==> config.mk <==
export PLATFORM = sky130hd
export DESIGN_NAME = asfc_ctrl
export DESIGN_NICKNAME = d
export VERILOG_FILES = /design/src/hdl/assert_macros.svh /design/src/hdl/asfc_pkg.sv /design/src/hdl/asfc_ctrl.sv
export SDC_FILE = /design/constraint.sdc
export NUM_CORES = 1
export LEC_CHECK = 0
export ABC_AREA = 1
export BUFFER_PORTS_ARGS = -buffer_cell sky130_fd_sc_hd__buf_2
export CAP_MARGIN = 5
export CORE_AREA = 2 2 39 41
export CTS_CLUSTER_SIZE = 25
export DETAILED_ROUTE_END_ITERATION = 8
export DIE_AREA = 0 0 41 43
export PLACE_DENSITY = 0.38
export SKIP_LAST_GASP = 1
export SLEW_MARGIN = 25
export SYNTH_ARGS = -nofsm -noshare
export SYNTH_HDL_FRONTEND = slang
export SYNTH_SLANG_ARGS = --single-unit
export TNS_END_PERCENT = 100
==> constraint.sdc <==
create_clock -name clk -period 0.9 [get_ports clk]
set_clock_uncertainty 0.2 [all_clocks]
set_input_delay 0.09 -clock clk [delete_from_list [all_inputs] [get_ports clk]]
set_output_delay 0.09 -clock clk [all_outputs]
set_load 0.05 [all_outputs]
==> src/hdl/assert_macros.svh <==
// Assertion macros shared by the sample FIFO top level.
// No dependencies.
`ifndef ASSERT_MACROS_SVH
`define ASSERT_MACROS_SVH
`define ASSERT_CLK(label, prop, msg) \
  label: assert property (@(posedge clk) disable iff (rst) prop) else $error(msg);
`define ASSERT_CLK_RST(label, prop, msg) \
  label: assert property (@(posedge clk) prop) else $error(msg);
`endif

==> src/hdl/asfc_pkg.sv <==
// Package for the audio sample FIFO: sizes, mode codes, states, control structs
// and float conversion functions. No dependencies.
package asfc_pkg;
  localparam int FifoDepth = 4096;
  localparam int AddrW = $clog2(FifoDepth);
  localparam int CountW = $clog2(FifoDepth + 1);

  typedef enum logic [2:0] {
    MODE_WR_FLOAT = 3'd0,
    MODE_WR_PCM   = 3'd1,
    MODE_WR_ZERO  = 3'd2,
    MODE_RD_FLOAT = 3'd3,
    MODE_RD_PCM   = 3'd4
  } mode_t;

  typedef enum logic [1:0] {
    ST_IDLE = 2'd0,
    ST_READ = 2'd1,
    ST_DONE = 2'd2
  } state_t;

  typedef struct packed {
    logic push;
    logic pop;
    logic issue;
    logic rd_pcm;
  } ctrl_t;

  typedef struct packed {
    logic full;
    logic empty;
  } stat_t;

  // Exact float of pcm / 32768.
  function automatic logic [31:0] pcm_to_float(input logic signed [15:0] p);
    logic        s;
    logic [15:0] m;
    logic [4:0]  lz;
    logic [15:0] n;
    s = p[15];
    m = s ? 16'(-p) : p;
    lz = 5'd0;
    for (int i = 15; i >= 0; i--) begin
      if (m[i] && lz == 5'd0) lz = 5'(16 - i);
    end
    if (m == 16'd0) begin
      pcm_to_float = 32'd0;
    end else begin
      n = m << (lz - 5'd1);
      // value = m * 2^-15; msb at bit (16-lz) -> exponent (16-lz)-15
      pcm_to_float = {s, 8'(8'd128 - {3'd0, lz}), n[14:0], 8'd0};
    end
  endfunction

  // Clamp to [-1,1], times 32767 in float32 (round to nearest even), truncate.
  function automatic logic [15:0] float_to_pcm(input logic [31:0] f);
    logic        s;
    logic [7:0]  e;
    logic [23:0] m;
    logic [39:0] prod;
    logic [5:0]  lead;
    logic [39:0] keep_mask;
    logic [39:0] rnd;
    logic [39:0] q;
    logic [15:0] mag;
    int          sh;
    s = f[31];
    e = f[30:23];
    m = {1'b1, f[22:0]};
    mag = 16'd0;
    if (e == 8'hff && f[22:0] != 23'd0) begin
      mag = 16'd0;
    end else if (e >= 8'd127) begin
      mag = 16'd32767;
    end else if (e < 8'd103) begin
      mag = 16'd0;
    end else begin
      prod = 40'(m) * 40'd32767;
      lead = 6'd0;
      for (int i = 38; i >= 0; i--) begin
        if (prod[i] && lead == 6'd0) lead = 6'(i);
      end
      keep_mask = ~((40'd1 << (lead - 6'd23)) - 40'd1);
      rnd = prod & keep_mask;
      if (prod[lead - 6'd24] &&
          (((prod & ~keep_mask) & ~(40'd1 << (lead - 6'd24))) != 40'd0 ||
           prod[lead - 6'd23]))
        rnd = rnd + (40'd1 << (lead - 6'd23));
      sh = 23 + 127 - int'(e);
      q = rnd >> sh;
      mag = q[15:0];
    end
    float_to_pcm = s ? 16'(-mag) : mag;
  endfunction
endpackage

==> src/hdl/asfc_ctrl.sv <==
// Controller state machine for the sample FIFO.
// Depends on asfc_pkg.
module asfc_ctrl import asfc_pkg::*; (
  input  logic       clk,
  input  logic       rst,
  input  logic       start,
  input  logic [2:0] mode,
  input  stat_t      stat,
  output ctrl_t      ctrl,
  output logic       busy
);
  state_t state, state_next;

  always_ff @(posedge clk) begin
    if (rst) state <= ST_IDLE;
    else     state <= state_next;
  end

  always_comb begin
    state_next = state;
    ctrl = '0;
    busy = (state != ST_IDLE);
    case (state)
      ST_IDLE: begin
        if (start) begin
          ctrl.issue = 1'b1;
          case (mode)
            MODE_WR_FLOAT, MODE_WR_PCM, MODE_WR_ZERO: begin
              ctrl.push = !stat.full;
              state_next = ST_DONE;
            end
            MODE_RD_FLOAT, MODE_RD_PCM: begin
              ctrl.pop = !stat.empty;
              ctrl.rd_pcm = (mode == MODE_RD_PCM);
              state_next = ST_READ;
            end
            default: state_next = ST_DONE;
          endcase
        end
      end
      ST_READ: state_next = ST_DONE;
      ST_DONE: state_next = ST_IDLE;
      default: state_next = ST_IDLE;
    endcase
  end
endmodule

**Yosys cells after proc, flatten, opt, wreduce, memory -nomap -nowiden**

Index checks and enable logic that the tools add are counted.

- Input bits: 8
- Logic and storage cells: 22
- Register bits after elaboration: 2

- Equality and inequality tests: 6
- Mux-type cells: 8
- Reduce and logical (&&, ||, !) cells: 7

Operator list:

| cell | number |
|---|---|
| 4-bit 2-to-1 mux | 2 |
| 3-bit by 2-bit == test with 1-bit output (second input constant) | 2 |
| 2-bit 2-to-1 mux | 2 |
| 2-bit case mux with 2 select lines | 1 |
| 3-bit by 1-bit == test with 1-bit output (second input constant) | 1 |
| 3-bit == test (second input constant) | 1 |
| 3-bit logical NOT | 1 |
| 1-bit 2-to-1 mux | 3 |
| 3-bit OR reduction | 1 |
| 2-bit by 1-bit == test with 1-bit output (second input constant) | 1 |
| 1-bit logical NOT | 2 |
| 2-bit logical NOT | 1 |
| 2-bit inequality test (second input constant) | 1 |
| 2-bit nonzero test | 1 |
| 2-bit OR reduction | 1 |

**Depth between registers and ports, before layout**

- Word-level depth: 5
- Depth in mapped cells: 5

**Worst setup path after synthesis**

OpenSTA, ideal clock, no wires.

- Kind: reg-to-output
- Start point: reg state[0]
- End point: out ctrl[3] (netlist bit)
- Data arrival time: 1503 ps
- Setup slack: -893 ps
- Cell stages (with the launch flop): 4
- Cells stage by stage: dfxtp_1 -> inv_2 -> nand3_2 -> nor3_1

RTL lines:

| item | RTL line | source |
|---|---|---|
| from (decl) | asfc_ctrl.sv:12 | `state_t state, state_next;` |
| from (signal assigned) | asfc_ctrl.sv:16 | `else state <= state_next;` |
| to (decl) | asfc_ctrl.sv:9 | `output ctrl_t ctrl,` |

==> metrics <==
status finished with violations; failing checks negative hold slack, negative setup slack; DR iter-0 viols 1; core area 0.00138 mm²; hold crit path type in2reg; Mapped Area 143 µm²; crit path time final 1360 ps; pin count of the biggest net entering global routing 4; ANT cells 0; # setup viols final 6; Fin. Hold Viols 2; final slew viol count 0; FMAX 734 MHz; die area 0.00176 mm²; dpl ws -351 ps; FILL cells 155; Peak VDD IR 0.000376 V; post-synthesis sequential area ratio 28.1%; fin area 380 µm²; maxcap violations 0; CTS H-tree lvls 1; Final Instance Count excl. Fillers 60; routed len/inst 6.92 µm; row cnt 14; I/O Buffers 12; Hold Buf Count CTS 1; P&R area growth vs syn 167%; drt drc 0; placed insts 56; worst reg2reg path depth 6; reg-to-reg endpoint state[0]$_SDFFE_PP0P_; Final WS setup -463 ps; fin nets 54; clock sinks 2; Routability Congestion 0.661; CP required 610 ps; P per Cell Area 1240 mW/mm²; period utilisation layout 151%; Bufs on Longest Clock Path 2; router iterations before antenna repair 2; layout cells sized above 1 79.5%; Vias/cell 3.55; CTS root buffer clkbuf_4; half-perimeter wire length after placement 356 µm; Lkg Pwr 0.193 nW; Top reg by flops state; Clk pin slew, worst setup/hold paths 30 ps; total power 0.471 mW; RSZ-0062 raised after global routing true; synthesized instance count 22; synthesized area per cell 6.48 µm²; total grt overflow 0; Reg2Reg Setup Slack -170 ps; TritonCTS Buffers 3; Synth Net Count 30; worst hold slack -163 ps; final core utilization 27.5%; CTS tree built; antenna violations before repair 0; worst-skew pair later-pin latency 220 ps; YS warnings 0; die height 43 µm; vias in the first global route 224; cell depth of the worst hold path 2; Horiz. Die Dim 41 µm; #FFs+latches synth 2; Netlist cell types 12; reg2reg start state[1]$_SDFFE_PP0P_; initial core utilization 10.3%; worst-case hold path end point state[0]$_SDFFE_PP0P_; routed vias 213; first-pass GRT wire length 703 µm; post-route setup TNS -2190 ps; type of the worst setup path reg2out; Largest regs state (2); GRT Total Usage 5.82%; DRT Wirelength 415 µm; Crit. End Element output port; I/O pins 13; ANT nets after route 0; max_slew headroom 91.1%; nature of the critical path startpoint flop; most frequent cells in the layout 7 x buf_2, 7 x buf_4; Worst EP arrival 1070 ps; actual slew at the worst max-slew pin 133 ps; maximum fanout along the worst path 3; Hold Crit Start rst; Placed Area 309 µm²; max FFs per register 2
## worst max-delay path: stages (launching register included)
cell	delay, ps
dfxtp_1	300
inv_2	70
nand3_4	120
inv_8	80
nand2_4	50
nor2_4	80
buf_8	150
## area by class of cell
class / instances / area (µm²) / share of cell area (%)
inverter: 4 / 22.5 / 5.92
multi-input combinational: 16 / 124 / 32.6
timing repair buffer: 19 / 151 / 39.8
clock buffer: 3 / 22.5 / 5.92
sequential: 2 / 40.0 / 10.5
tap: 16 / 20.0 / 5.26
## routing by layer
layer	up-vias	track usage (%)	share of wire [%]
li1	114	-	-
met1	95	5.13	40
met2	4	10.3	55
met3	0	1.57	5.1
met4	0	4.00	0
met5	-	0	0
## logic make-up after synthesis
group	count (synthesis)	share of synthesized area, %
DFF	2	28.1
buffers and inverters	4	10.5
AOI/OAI and AO/OA	1	6.14
and+or+nand+nor	15	55.3
## where the power goes
part	switching, mW	internal [mW]
combinational	0.104	0.0781
clock	0.0460	0.147
sequential	0.00210	0.0939
total	0.152	0.319
## what timing repair did
item	in CTS	in global routing
pin swaps	2	2
endpoints found under the setup margin	6	7
cloned	0	0
gates resized for setup	8	6
endpoints found under the hold margin	2	2
setup buffers	0	1
## worst max-delay path by stage
stage	cells after the start	to	startpoint	slack [ps]
2_1_floorplan	5	ctrl[2]	state[0]$_SDFFE_PP0P_	-350
3_3_place_gp	6	ctrl[2]	state[1]$_SDFFE_PP0P_	-340
3_5_place_dp	6	ctrl[2]	state[1]$_SDFFE_PP0P_	-350
4_1_cts	6	ctrl[2]	state[0]$_SDFFE_PP0P_	-480
5_1_grt	6	ctrl[2]	state[0]$_SDFFE_PP0P_	-520
6_report	6	ctrl[2]	state[1]$_SDFFE_PP0P_	-460
## synth_stat cells
library cell / number / share of area, %
nand2_1: 3 / 7.9
nand2_2: 3 / 13
nor2_1: 3 / 7.9
dfxtp_1: 2 / 28
inv_1: 2 / 5.3
inv_2: 2 / 5.3
nand3_1: 2 / 7.0
a21oi_2: 1 / 6.1
nand3_2: 1 / 7.0
nor2_2: 1 / 4.4
nor3_1: 1 / 3.5
or2_1: 1 / 4.4
Power figures use the tool's default switching activity.
